===== src/hdl/ede_pkg.sv =====
// Shared types and constants for the edit distance engine.
package ede_pkg;

  localparam int CHAR_W   = 8;
  localparam int DIST_W   = 7;
  localparam int DIST_MAX = 127;

  // One loaded character or end marker.
  typedef struct packed {
    logic              which_string;
    logic              has_char;
    logic [CHAR_W-1:0] char_code;
    logic              end_of_string;
  } in_item_t;

  // One distance result.
  typedef struct packed {
    logic [DIST_W-1:0] distance;
    logic              overflow;
  } out_item_t;

  // Control bits that ride with each token through the cell row.
  typedef struct packed {
    logic valid;
    logic last;
  } tok_ctl_t;

  // Sequencer states.
  typedef enum logic [2:0] {
    ST_IDLE = 3'b001,
    ST_RUN  = 3'b010,
    ST_HOLD = 3'b100
  } state_t;

endpackage


===== src/hdl/ede_cell.sv =====
// One cell of the systolic row: holds one first-string character and one DP row.
module ede_cell #(
  parameter int IDX = 0,
  parameter int LW  = 7
) (
  input  logic                    clk,
  input  logic                    rst_n,
  input  logic                    init,
  input  logic                    wr_en,
  input  logic [LW-1:0]           wr_idx,
  input  logic [7:0]              wr_ch,
  input  logic [LW-1:0]           first_len,
  input  ede_pkg::tok_ctl_t       in_ctl,
  input  logic [7:0]              in_ch,
  input  logic [LW-1:0]           in_d,
  output ede_pkg::tok_ctl_t       out_ctl,
  output logic [7:0]              out_ch,
  output logic [LW-1:0]           out_d
);
  import ede_pkg::*;

  logic [CHAR_W-1:0] ch_r;
  logic [LW-1:0]     own_r;
  logic [LW-1:0]     diag_r;
  tok_ctl_t          ctl_r;
  logic [CHAR_W-1:0] och_r;
  logic [LW-1:0]     od_r;

  logic              active;
  logic [LW-1:0]     mn;
  logic [LW-1:0]     cost;

  // Cells past the first string's length just forward the token.
  assign active = LW'(IDX) < first_len;

  // Unit-cost recurrence: match takes the diagonal, else min of three plus one.
  always_comb begin
    mn = own_r;
    if (in_d < mn) mn = in_d;
    if (diag_r < mn) mn = diag_r;
    if (ch_r == in_ch) begin
      cost = diag_r;
    end else begin
      cost = mn + LW'(1);
    end
  end

  // Character capture while loading.
  always_ff @(posedge clk) begin
    if (wr_en && (wr_idx == LW'(IDX))) begin
      ch_r <= wr_ch;
    end
  end

  // Row state: seeded with the first column, then updated per passing token.
  always_ff @(posedge clk) begin
    if (init) begin
      own_r  <= LW'(IDX + 1);
      diag_r <= LW'(IDX);
    end else if (in_ctl.valid && active) begin
      own_r  <= cost;
      diag_r <= in_d;
    end
  end

  // Token control toward the next cell.
  always_ff @(posedge clk) begin
    if (!rst_n) begin
      ctl_r <= '0;
    end else begin
      ctl_r <= in_ctl;
    end
  end

  // Token payload toward the next cell.
  always_ff @(posedge clk) begin
    och_r <= in_ch;
    od_r  <= active ? cost : in_d;
  end

  assign out_ctl = ctl_r;
  assign out_ch  = och_r;
  assign out_d   = od_r;

endmodule


===== config.mk =====
export PLATFORM = sky130hd
export DESIGN_NAME = ede_cell
export DESIGN_NICKNAME = d
export VERILOG_FILES = /design/src/hdl/ede_pkg.sv /design/src/hdl/ede_cell.sv
export SDC_FILE = /design/constraint.sdc
export NUM_CORES = 1
export LEC_CHECK = 0
export BUFFER_PORTS_ARGS = -buffer_cell sky130_fd_sc_hd__buf_2
export CAP_MARGIN = 15
export CORE_ASPECT_RATIO = 1.5
export CORE_MARGIN = 1
export CORE_UTILIZATION = 54
export CTS_BUF_LIST = sky130_fd_sc_hd__clkbuf_4
export CTS_CLUSTER_SIZE = 20
export DETAILED_ROUTE_END_ITERATION = 16
export GPL_TIMING_DRIVEN = 0
export PLACE_DENSITY = 0.88
export RECOVER_POWER = 25
export SKIP_LAST_GASP = 1
export SYNTH_ARGS = -nofsm -noshare
export SYNTH_HDL_FRONTEND = slang
export SYNTH_SLANG_ARGS = --single-unit

===== constraint.sdc =====
create_clock -name clk -period 6.05 [get_ports clk]
set_input_delay 0.3025 -clock clk [delete_from_list [all_inputs] [get_ports clk]]
set_output_delay 0.3025 -clock clk [all_outputs]
set_load 0.05 [all_outputs]

After elaboration in Yosys (flattened, before gate mapping)
Index checks and enable logic that the tools add are counted.
Storage, ports and cells
  bits in registers: 39
  input port bits: 43
  output and inout port bits: 17
  logic and storage cells: 19
Operators by class
  add/subtract/negate cells: 1
  order comparisons: 3
  eq/ne operators: 1
  muxes and demuxes: 4
  reduce and logical (&&, ||, !) cells: 3
Operator list (number)
  $mux W7: 4
  $lt A7 B7 Y1: 2
  $eq A8 B8 Y1: 1
  $add A7 B1 Y7 const B: 1
  $logic_not A7 Y1: 1
  $lt A1 B7 Y1 const A: 1
  $logic_and A1 B1 Y1: 2

Depth between registers and ports, before layout
Gate-level depths: netlist of run 1.
  word-level depth: 7
  depth in mapped cells: 23
  gate-level depth less buffers: 21

Least setup slack after synthesis of run 1
OpenSTA, ideal clock, no wires.
  path type: reg2reg
  start: register own_r[1]
  end: register own_r[4]
  library setup time: 0.136 ns
  data arrival time: 4.340 ns
  required time: 5.914 ns
  path slack: 1.574 ns
  cell stages (with the launch flop): 21
  buffers on the path: 2
  period minus slack after synthesis: 4.476 ns
  path through: dfxtp_1 inv_1 ha_1 a211o_1 a211oi_4 buf_6 mux2i_1 ha_1 o21ai_0 o21bai_1 a21oi_1 mux2_4 or2_2 buf_4 o21ai_0 ha_1 o21ai_0 a21o_1 or3_1 a31oi_1 a311oi_1
Between the ends
  longest elaborated chain between the ends: 6
Ends and longest elaborated chain
  from (decl): line ede_cell.sv:23  | logic [LW-1:0] own_r;
  from (signal assigned): line ede_cell.sv:58  | own_r <= LW'(IDX + 1);
  from (signal assigned): line ede_cell.sv:61  | own_r <= cost;
  $lt A7 B7 Y1: line ede_cell.sv:39  | if (in_d < mn) mn = in_d;
  $mux W7 (*): line ede_cell.sv:39
  $lt A7 B7 Y1: line ede_cell.sv:40  | if (diag_r < mn) mn = diag_r;
  $mux W7 (*): line ede_cell.sv:40
  $add A7 B1 Y7 (*): line ede_cell.sv:44  | cost = mn + LW'(1);
  $mux W7 (*): line ede_cell.sv:41  | if (ch_r == in_ch) begin
Every way passes the cells marked *; elsewhere a longest branch is shown, timed or not.
A chain may end at the register's enable or synchronous reset.

Worst setup path in the final report of run 1
  start: register own_r[4]
  end: register own_r[4]
Same word-level chain as after synthesis.

==> results of run 1 <==
## area by class of cell
| class | instances | area (um2) |
|---|---|---|
| Fill cell | 326 | 1180 |
| Sequential cell | 39 | 861 |
| Timing Repair Buffer | 58 | 280 |
| Multi-Input combinational cell | 179 | 1180 |
| Buffer | 9 | 45.0 |
| Clock inverter | 3 | 43.8 |
| Clock buffer | 5 | 37.5 |
| Inverter | 8 | 30.0 |
| Tap cell | 43 | 53.8 |
## worst max-delay path by stage
stage / endpoint / depth (start not counted)
floorplan: own_r[4]$_SDFFE_PP0P_ / 20
global placement: own_r[4]$_SDFFE_PP0P_ / 21
detailed placement: own_r[4]$_SDFFE_PP0P_ / 21
CTS: own_r[4]$_SDFFE_PP0P_ / 21
global route: own_r[4]$_SDFFE_PP0P_ / 21
finish: own_r[4]$_SDFFE_PP0P_ / 21
## where the power goes
group	internal (W)	switching [W]
combinational	0.0000948	0.000185
sequential	0.000293	0.0000142
clock	0.0000869	0.0000900
total	0.000475	0.000289
## cells by family after synthesis
| logic type | after synthesis |
|---|---|
| muxes | 11 |
| AOI/OAI and AO/OA | 58 |
| buffers and inverters | 17 |
| xor gates and xnor gates | 10 |
| DFF | 39 |
| and+or+nand+nor | 88 |
| adders and majority gates | 12 |
## cells in the final DEF (no fill, tap or decap), types with 12 or more instances in the layout
cell	synthesis	routed
buf_2	0	50
dfxtp_1	31	31
nand2_1	28	28
nor2_1	24	24
clkbuf_1	6	14
o21ai_0	12	12
a21oi_1	12	12
ha_1	12	12
## flip-flops by register name, indices dropped and copies added, names as in the netlist
signal	count
diag_r	7
ch_r	8
out_ch	8
out_ctl	2
own_r	7
out_d	7
## synthesized netlist by cell type (all sizes together) (4+ instances only)
master  instances
a211oi          8
a21oi          13
and2            4
clkbuf          6
dfxtp          31
edfxtp          8
ha             12
inv             8
mux2i           8
nand2          28
nand2b          6
nand3           5
nor2           24
nor3            4
nor4            6
o21ai          13
or3             4
xor2            8
## metal layers
metal	global-route usage, %	vias to the layer above	part of all wire, %
li1	-	984	-
met1	30.7	971	37
met2	52.7	88	55
met3	6.40	14	5.5
met4	13.2	0	3.3
met5	0	-	0
## metrics by stage
step,instances,cell area [um2]
5_1_grt,344,2530
6_report,344,2530
3_5_place_dp,336,2460
2_1_floorplan,235,2120
4_1_cts,344,2540
3_3_place_gp,336,2460
## worst max-delay path, stage by stage, from the launching register on
cell and delay, ns:
dfxtp_1 0.38, inv_1 0.09, ha_1 0.30, a211oi_1 0.27, nor2_1 0.11, a211oi_4 0.38, buf_6 0.22, mux2i_1 0.34
ha_1 0.24, o21ai_0 0.09, o21bai_1 0.36, a21oi_1 0.08, mux2_4 0.32, or2_2 0.29, buf_4 0.17, o21ai_0 0.19
ha_1 0.22, o21ai_0 0.15, a21o_1 0.26, or3_1 0.32, a31oi_1 0.31, a311oi_1 0.16
==> report_table.html, run 1 <==
<table>
<tr><th>Metric</th><th>Value</th></tr>
<tr><th colspan="2">Run status</th></tr>
<tr><td>Run status</td><td>finished, final reports clean</td></tr>
<tr><th colspan="2">Logic synthesis</th></tr>
<tr><td>Post-synth top flop</td><td>dfxtp_1</td></tr>
<tr><td>Net count after synthesis</td><td>290</td></tr>
<tr><td>Combinational family with the most area after synthesis</td><td>simple AND/OR/NAND/NOR gates</td></tr>
<tr><td>Number of synthesized register bits</td><td>39</td></tr>
<tr><td>Fraction of the mapped netlist area in compound gates</td><td>19.3%</td></tr>
<tr><td>Number of synthesized flops with an enable pin</td><td>8</td></tr>
<tr><td>Number of warnings printed during yosys synthesis</td><td>0</td></tr>
<tr><td>Post-synthesis share of cell area spent on full adders, half adders and majority gates</td><td>7.09%</td></tr>
<tr><td>Library cell occupying the most area in the post-synthesis netlist</td><td>dfxtp_1</td></tr>
<tr><td>Mux cell area share after synthesis</td><td>5.56%</td></tr>
<tr><td>Leading cell types by total area after synthesis</td><td>dfxtp_1 29%, edfxtp_1 11%, ha_1 7.1%</td></tr>
<tr><td>Cells after synthesis</td><td>235</td></tr>
<tr><td>Xor-xnor portion of the synthesized cell area</td><td>4.14%</td></tr>
<tr><td>Number of distinct library cells after synthesis</td><td>50</td></tr>
<tr><td>Netlist area before placement</td><td>2120 um2</td></tr>
<tr><td>Top-area cell type share of the netlist area</td><td>29.3%</td></tr>
<tr><td>Basic-gate share of the synthesized area counting and, or, nand and nor cells</td><td>19.7%</td></tr>
<tr><td>Synthesized area divided by synthesized cell count</td><td>9.01 um2</td></tr>
<tr><td>Proportion of register bits with asynchronous set or reset after synthesis</td><td>0%</td></tr>
<tr><td>Seq/Total Area, Yosys</td><td>between 40 and 50%</td></tr>
<tr><th colspan="2">Worst setup path</th></tr>
<tr><td>Start of the worst register-to-register path</td><td>own_r[4]$_SDFFE_PP0P_</td></tr>
<tr><td>Element type at the critical path end</td><td>flip-flop</td></tr>
<tr><td>Arrival time of the worst setup path</td><td>5.63 ns</td></tr>
<tr><td>Endpoint of the worst register-to-register path</td><td>own_r[4]$_SDFFE_PP0P_</td></tr>
<tr><td>Max FO, Critical Path</td><td>10</td></tr>
<tr><td>Launch point of the worst path</td><td>own_r[4]$_SDFFE_PP0P_</td></tr>
<tr><td>CP Launch Type</td><td>flip-flop</td></tr>
<tr><td>Required time of the critical path</td><td>6.28 ns</td></tr>
<tr><td>Setup slack, reg-to-reg</td><td>0.65 ns</td></tr>
<tr><td>Start-to-end type of the worst setup path</td><td>flip-flop to flip-flop</td></tr>
<tr><td>Count of cells along the worst register-to-register path</td><td>21</td></tr>
<tr><th colspan="2">Die</th></tr>
<tr><td>Die W</td><td>53.1 um</td></tr>
<tr><td>Total die area</td><td>4180 um2</td></tr>
<tr><td>Starting density of the core</td><td>57.0%</td></tr>
<tr><td>Core footprint</td><td>3720 um2</td></tr>
<tr><td>Cell Rows</td><td>27</td></tr>
<tr><td>Number of top-level pins</td><td>60</td></tr>
<tr><td>Die Y</td><td>78.7 um</td></tr>
<tr><th colspan="2">Global routing</th></tr>
<tr><td>Wire length of the first global-routing pass</td><td>8920 um</td></tr>
<tr><td>Largest net degree at the start of global routing</td><td>14</td></tr>
<tr><td>Number of antenna violations at the first check in global routing</td><td>0</td></tr>
<tr><td>Total Routing Usage GR</td><td>29.2%</td></tr>
<tr><td>Via count of the first global-routing pass</td><td>1911</td></tr>
<tr><td>Total congestion overflow after global routing</td><td>0</td></tr>
<tr><th colspan="2">Timing</th></tr>
<tr><td>Final setup margin</td><td>~0.65 ns</td></tr>
<tr><td>Hold Violations, Final</td><td>0</td></tr>
<tr><td>Number of pins with negative max-slew slack in the final report</td><td>0</td></tr>
<tr><td>Worst hold margin</td><td>0.0715 ns</td></tr>
<tr><td>Final period utilization</td><td>approximately 89%</td></tr>
<tr><td>Transition time of the tightest slew-check pin</td><td>between 0.5 and 0.6 ns</td></tr>
<tr><td>Total negative slack</td><td>0 ns</td></tr>
<tr><td>Final setup fails</td><td>0</td></tr>
<tr><td>Maximum clock rate</td><td>185 MHz</td></tr>
<tr><td>Time the worst path needs with I/O delays and setup</td><td>roughly 5.4 ns</td></tr>
<tr><td>Final worst clock skew</td><td>about 0.013 ns</td></tr>
<tr><td>Max_slew headroom</td><td>63.4%</td></tr>
<tr><td>RSZ-0062 raised after global routing</td><td>false</td></tr>
<tr><th colspan="2">Clocking</th></tr>
<tr><td>CTS Buf Count</td><td>5</td></tr>
<tr><td>Clk root buf</td><td>clkbuf_4</td></tr>
<tr><td>Buffer depth of the longest clock path</td><td>2</td></tr>
<tr><td>CTS hold repair buffers</td><td>0</td></tr>
<tr><td>Number of gates resized after cts</td><td>0</td></tr>
<tr><td>Max H-tree Level</td><td>2</td></tr>
<tr><td>Number of sinks handled by clock tree synthesis</td><td>39</td></tr>
<tr><td>Clock-pin slew of the registers on the worst-case setup and hold paths</td><td>0.12 ns</td></tr>
<tr><td>Later-pin clock latency in the skew report</td><td>between 0.3 and 0.4 ns</td></tr>
<tr><td>CTS tree</td><td>yes</td></tr>
<tr><td>Buffers inserted by post-CTS timing repair</td><td>0</td></tr>
<tr><th colspan="2">Routing</th></tr>
<tr><td>TritonRoute pass-1 iters</td><td>4</td></tr>
<tr><td>DRC violations left</td><td>0</td></tr>
<tr><td>Number of vias in the routed layout</td><td>2057</td></tr>
<tr><td>Ratio of routed vias to standard cells</td><td>5.98</td></tr>
<tr><td>Total routed wirelength</td><td>5440 um</td></tr>
<tr><td>Wirelength per Cell</td><td>15.8 um</td></tr>
<tr><td>Antenna Violating Nets Remaining</td><td>0</td></tr>
<tr><td>DR iter-0 viols</td><td>81</td></tr>
<tr><th colspan="2">Placement</th></tr>
<tr><td>DP HPWL</td><td>4200 um</td></tr>
<tr><td>Pre-CTS setup slack</td><td>0.765 ns</td></tr>
<tr><td>Weighted congestion reported at the end of routability-driven placement</td><td>0.904</td></tr>
<tr><td>Count of input and output buffers</td><td>58</td></tr>
<tr><th colspan="2">Pwr</th></tr>
<tr><td>Power density cells</td><td>301 nW/um2</td></tr>
<tr><td>Maximum ir drop on the vdd rail</td><td>~250 uV</td></tr>
<tr><td>Cell leakage power</td><td>1.08 nW</td></tr>
<tr><td>Post-route total power</td><td>approximately 0.00076 W</td></tr>
<tr><th colspan="2">Job</th></tr>
<tr><td>Max Cap Violations</td><td>0</td></tr>
<tr><th colspan="2">Finish</th></tr>
<tr><td>Proportion of layout cells with a drive suffix above 1</td><td>22.3%</td></tr>
<tr><td>Number of nets at the end of the flow</td><td>355</td></tr>
<tr><td>Number of antenna cells inserted</td><td>0</td></tr>
<tr><td>Utilization after layout</td><td>68.1%</td></tr>
<tr><td>Area growth from synthesis to final layout</td><td>19.6%</td></tr>
<tr><th colspan="2">Worst hold path</th></tr>
<tr><td>Start point of the worst hold path</td><td>in_ch[3]</td></tr>
<tr><td>Worst hold stages</td><td>1</td></tr>
<tr><td>Class of the most critical hold timing path</td><td>input port to flip-flop</td></tr>
<tr><td>Min-Delay Endpoint</td><td>out_ch[3]$_DFF_P_</td></tr>
</table>
(Power assumes the default switching activity.)
==> run 2, diff against run 1 <==
RECOVER_POWER = not set   (was 25)
==> run 2 against run 1 <==
- via count grew 0.29%
- total power is essentially flat
- cell count is the same
- count of clock-buffer cells in the layout is the same
- critical path depth is the same
- flip-flop and latch count is the same
- wire length is essentially flat
- register-to-register slack is essentially flat
- worst setup slack lost 0.0086 ns
- non-clock buffer count is the same
- maximum frequency shrank 0.16%
- largest power group unchanged
==> report_table.html, run 2 (synthesis results as in run 1) <==
<table>
<tr><th>Metric</th><th>Value</th></tr>
<tr><th colspan="2">Run status</th></tr>
<tr><td>Run status</td><td>finished, final reports clean</td></tr>
<tr><th colspan="2">Die</th></tr>
<tr><td>Die Y</td><td>78.7 um (unchanged)</td></tr>
<tr><td>Total die area</td><td>4180 um2 (unchanged)</td></tr>
<tr><td>Cell Rows</td><td>27 (unchanged)</td></tr>
<tr><td>Core footprint</td><td>3720 um2 (unchanged)</td></tr>
<tr><td>Starting density of the core</td><td>57.0% (unchanged)</td></tr>
<tr><td>Number of top-level pins</td><td>60 (unchanged)</td></tr>
<tr><td>Die W</td><td>53.1 um (unchanged)</td></tr>
<tr><th colspan="2">Finish</th></tr>
<tr><td>Number of antenna cells inserted</td><td>0 (unchanged)</td></tr>
<tr><td>Area growth from synthesis to final layout</td><td>20.1%</td></tr>
<tr><td>Commonest non-fill, non-tap cells in the layout</td><td>58 x buf_2, 31 x dfxtp_1, 28 x nand2_1, 24 x nor2_1</td></tr>
<tr><td>Commonest non-fill, non-tap cell in the layout</td><td>buf_2</td></tr>
<tr><td>Utilization after layout</td><td>68.4% (+0.27 points)</td></tr>
<tr><td>Number of nets at the end of the flow</td><td>355 (unchanged)</td></tr>
<tr><td>Proportion of layout cells with a drive suffix above 1</td><td>24.9% (+2.7 points)</td></tr>
<tr><th colspan="2">Worst setup path</th></tr>
<tr><td>Arrival time of the worst setup path</td><td>5.64 ns (about the same)</td></tr>
<tr><td>Max FO, Critical Path</td><td>10 (unchanged)</td></tr>
<tr><td>Start-to-end type of the worst setup path</td><td>flip-flop to flip-flop</td></tr>
<tr><td>Slowest cell on the critical path</td><td>dfxtp_1</td></tr>
<tr><td>Element type at the critical path end</td><td>flip-flop</td></tr>
<tr><td>CP Launch Type</td><td>flip-flop</td></tr>
<tr><td>CP max stage delay</td><td>0.38 ns (about the same)</td></tr>
<tr><td>Required time of the critical path</td><td>6.28 ns (about the same)</td></tr>
<tr><td>Setup slack, reg-to-reg</td><td>0.64 ns (about the same)</td></tr>
<tr><td>Cell Chain, Critical Path</td><td>inv_1 -&gt; ha_1 -&gt; a211oi_1 -&gt; nor2_1 -&gt; a211oi_4 -&gt; buf_6 -&gt; mux2i_1 -&gt; ha_1 -&gt; o21ai_0 -&gt; o21bai_1 -&gt; a21oi_1 -&gt; mux2_4 -&gt; or2_2 -&gt; buf_4 -&gt; o21ai_0 -&gt; ha_1 -&gt; o21ai_0 -&gt; a21o_1 -&gt; or3_1 -&gt; a31oi_1 -&gt; a311oi_1</td></tr>
<tr><th colspan="2">Global routing</th></tr>
<tr><td>Wire length of the first global-routing pass</td><td>8920 um (unchanged)</td></tr>
<tr><td>Largest net degree at the start of global routing</td><td>14 (unchanged)</td></tr>
<tr><td>Total Routing Usage GR</td><td>29.2% (unchanged)</td></tr>
<tr><td>Number of antenna violations at the first check in global routing</td><td>0 (unchanged)</td></tr>
<tr><td>Total congestion overflow after global routing</td><td>0 (unchanged)</td></tr>
<tr><td>Via count of the first global-routing pass</td><td>1911 (unchanged)</td></tr>
<tr><th colspan="2">Clocking</th></tr>
<tr><td>CTS Buf Count</td><td>5 (unchanged)</td></tr>
<tr><td>Clk root buf</td><td>clkbuf_4</td></tr>
<tr><td>CTS tree</td><td>yes</td></tr>
<tr><td>Number of sinks handled by clock tree synthesis</td><td>39 (unchanged)</td></tr>
<tr><td>Max H-tree Level</td><td>2 (unchanged)</td></tr>
<tr><td>CTS hold repair buffers</td><td>0 (unchanged)</td></tr>
<tr><td>Number of gates resized after cts</td><td>0 (unchanged)</td></tr>
<tr><td>Clock-pin slew of the registers on the worst-case setup and hold paths</td><td>0.12 ns (about the same)</td></tr>
<tr><td>Buffers inserted by post-CTS timing repair</td><td>0 (unchanged)</td></tr>
<tr><td>Buffer depth of the longest clock path</td><td>2 (unchanged)</td></tr>
<tr><td>Later-pin clock latency in the skew report</td><td>0.36 ns (about the same)</td></tr>
<tr><th colspan="2">Routing</th></tr>
<tr><td>Wirelength per Cell</td><td>15.8 um (about the same)</td></tr>
<tr><td>Total routed wirelength</td><td>5450 um (about the same)</td></tr>
<tr><td>DR iter-0 viols</td><td>82 (+1.2%)</td></tr>
<tr><td>Number of vias in the routed layout</td><td>2063 (+0.29%)</td></tr>
<tr><td>TritonRoute pass-1 iters</td><td>5 (+1)</td></tr>
<tr><td>Ratio of routed vias to standard cells</td><td>6.00 (+0.29%)</td></tr>
<tr><td>DRC violations left</td><td>0 (unchanged)</td></tr>
<tr><td>Antenna Violating Nets Remaining</td><td>0 (unchanged)</td></tr>
<tr><th colspan="2">Placement</th></tr>
<tr><td>Weighted congestion reported at the end of routability-driven placement</td><td>0.904 (unchanged)</td></tr>
<tr><td>DP HPWL</td><td>4200 um (unchanged)</td></tr>
<tr><td>Count of input and output buffers</td><td>58 (unchanged)</td></tr>
<tr><th colspan="2">Timing</th></tr>
<tr><td>Number of pins with negative max-slew slack in the final report</td><td>0 (unchanged)</td></tr>
<tr><td>Hold Violations, Final</td><td>0 (unchanged)</td></tr>
<tr><td>Maximum clock rate</td><td>185 MHz (-0.16%)</td></tr>
<tr><td>Final worst clock skew</td><td>0.0124 ns (-0.000373 ns)</td></tr>
<tr><td>Max_slew headroom</td><td>64.4% (+1.0 points)</td></tr>
<tr><td>Time the worst path needs with I/O delays and setup</td><td>5.41 ns (+0.00863 ns)</td></tr>
<tr><td>Final period utilization</td><td>89.4% (+0.14 points)</td></tr>
<tr><td>Total negative slack</td><td>0 ns (unchanged)</td></tr>
<tr><td>Final setup fails</td><td>0 (unchanged)</td></tr>
<tr><td>Transition time of the tightest slew-check pin</td><td>0.527 ns (-0.0224 ns)</td></tr>
<tr><td>RSZ-0062 raised after global routing</td><td>false</td></tr>
<tr><th colspan="2">Pwr</th></tr>
<tr><td>Maximum ir drop on the vdd rail</td><td>252 uV (about the same)</td></tr>
<tr><td>Power density cells</td><td>300 nW/um2 (-0.31%)</td></tr>
<tr><td>Cell leakage power</td><td>1.10 nW (+2.0%)</td></tr>
<tr><th colspan="2">Worst hold path</th></tr>
<tr><td>Class of the most critical hold timing path</td><td>input port to flip-flop</td></tr>
<tr><th colspan="2">Job</th></tr>
<tr><td>Max Cap Violations</td><td>0 (unchanged)</td></tr>
</table>
-- run 2: layout make-up --
type | instances | area, um2
Timing Repair Buffer | 58 | 290
Inverter | 8 | 30.0
Buffer | 9 | 45.0
Clock inverter | 3 | 43.8
Clock buffer | 5 | 37.5
Multi-Input combinational cell | 179 | 1180
Fill cell | 322 | 1170
Tap cell | 43 | 53.8
Sequential cell | 39 | 861
-- run 2: stage by stage --
step	instance area (um2)	hold WS (ns)	std cells	power [W]	setup WS [ns]
floorplan	2120	0.330	235	0.000516	1.57
global route	2540	0.0393	344	0.000802	0.305
CTS	2540	0.0529	344	0.000765	0.751
global placement	2460	0.430	336	0.000580	0.924
detailed placement	2460	0.431	336	0.000588	0.765
finish	2540	0.0601	344	0.000764	0.644
-- run 2: worst max-delay path, delay by kind of cell, from the launching register on --
kind	cells	cell delay [ns]
AOI/OAI and AO/OA	10	2.24
muxes	2	0.66
buffers and inverters	3	0.48
DFF	1	0.38
and+or+nand+nor	3	0.72
adders and majority gates	3	0.76
-- run 2: worst paths after layout --
| kind | from | endpoint | cells after the start |
|---|---|---|---|
| setup / recovery | own_r[4]$_SDFFE_PP0P_ | own_r[4]$_SDFFE_PP0P_ | 21 |
| hold / removal | in_ch[3] | out_ch[3]$_DFF_P_ | 1 |
| setup reg to reg | own_r[4]$_SDFFE_PP0P_ | own_r[4]$_SDFFE_PP0P_ | 21 |
| hold reg to reg | own_r[1]$_SDFFE_PP0P_ | own_r[1]$_SDFFE_PP0P_ | 2 |
-- run 2: report_power, final --
group	leakage, nW	switching (W)	internal [W]
Clock	0.0452	0.0000898	0.0000869
Sequential	0.330	0.0000142	0.000293
Combinational	0.725	0.000185	0.0000955
Total	1.10	0.000289	0.000475
-- run 2: layer usage --
layer  track usage, %  routed length [um]  vias up
li1                 -                   -      985
met1             30.7                2040      977
met2             52.7                2960       86
met3             6.40                 288       15
met4             13.2                 161        0
met5                0                   0        -
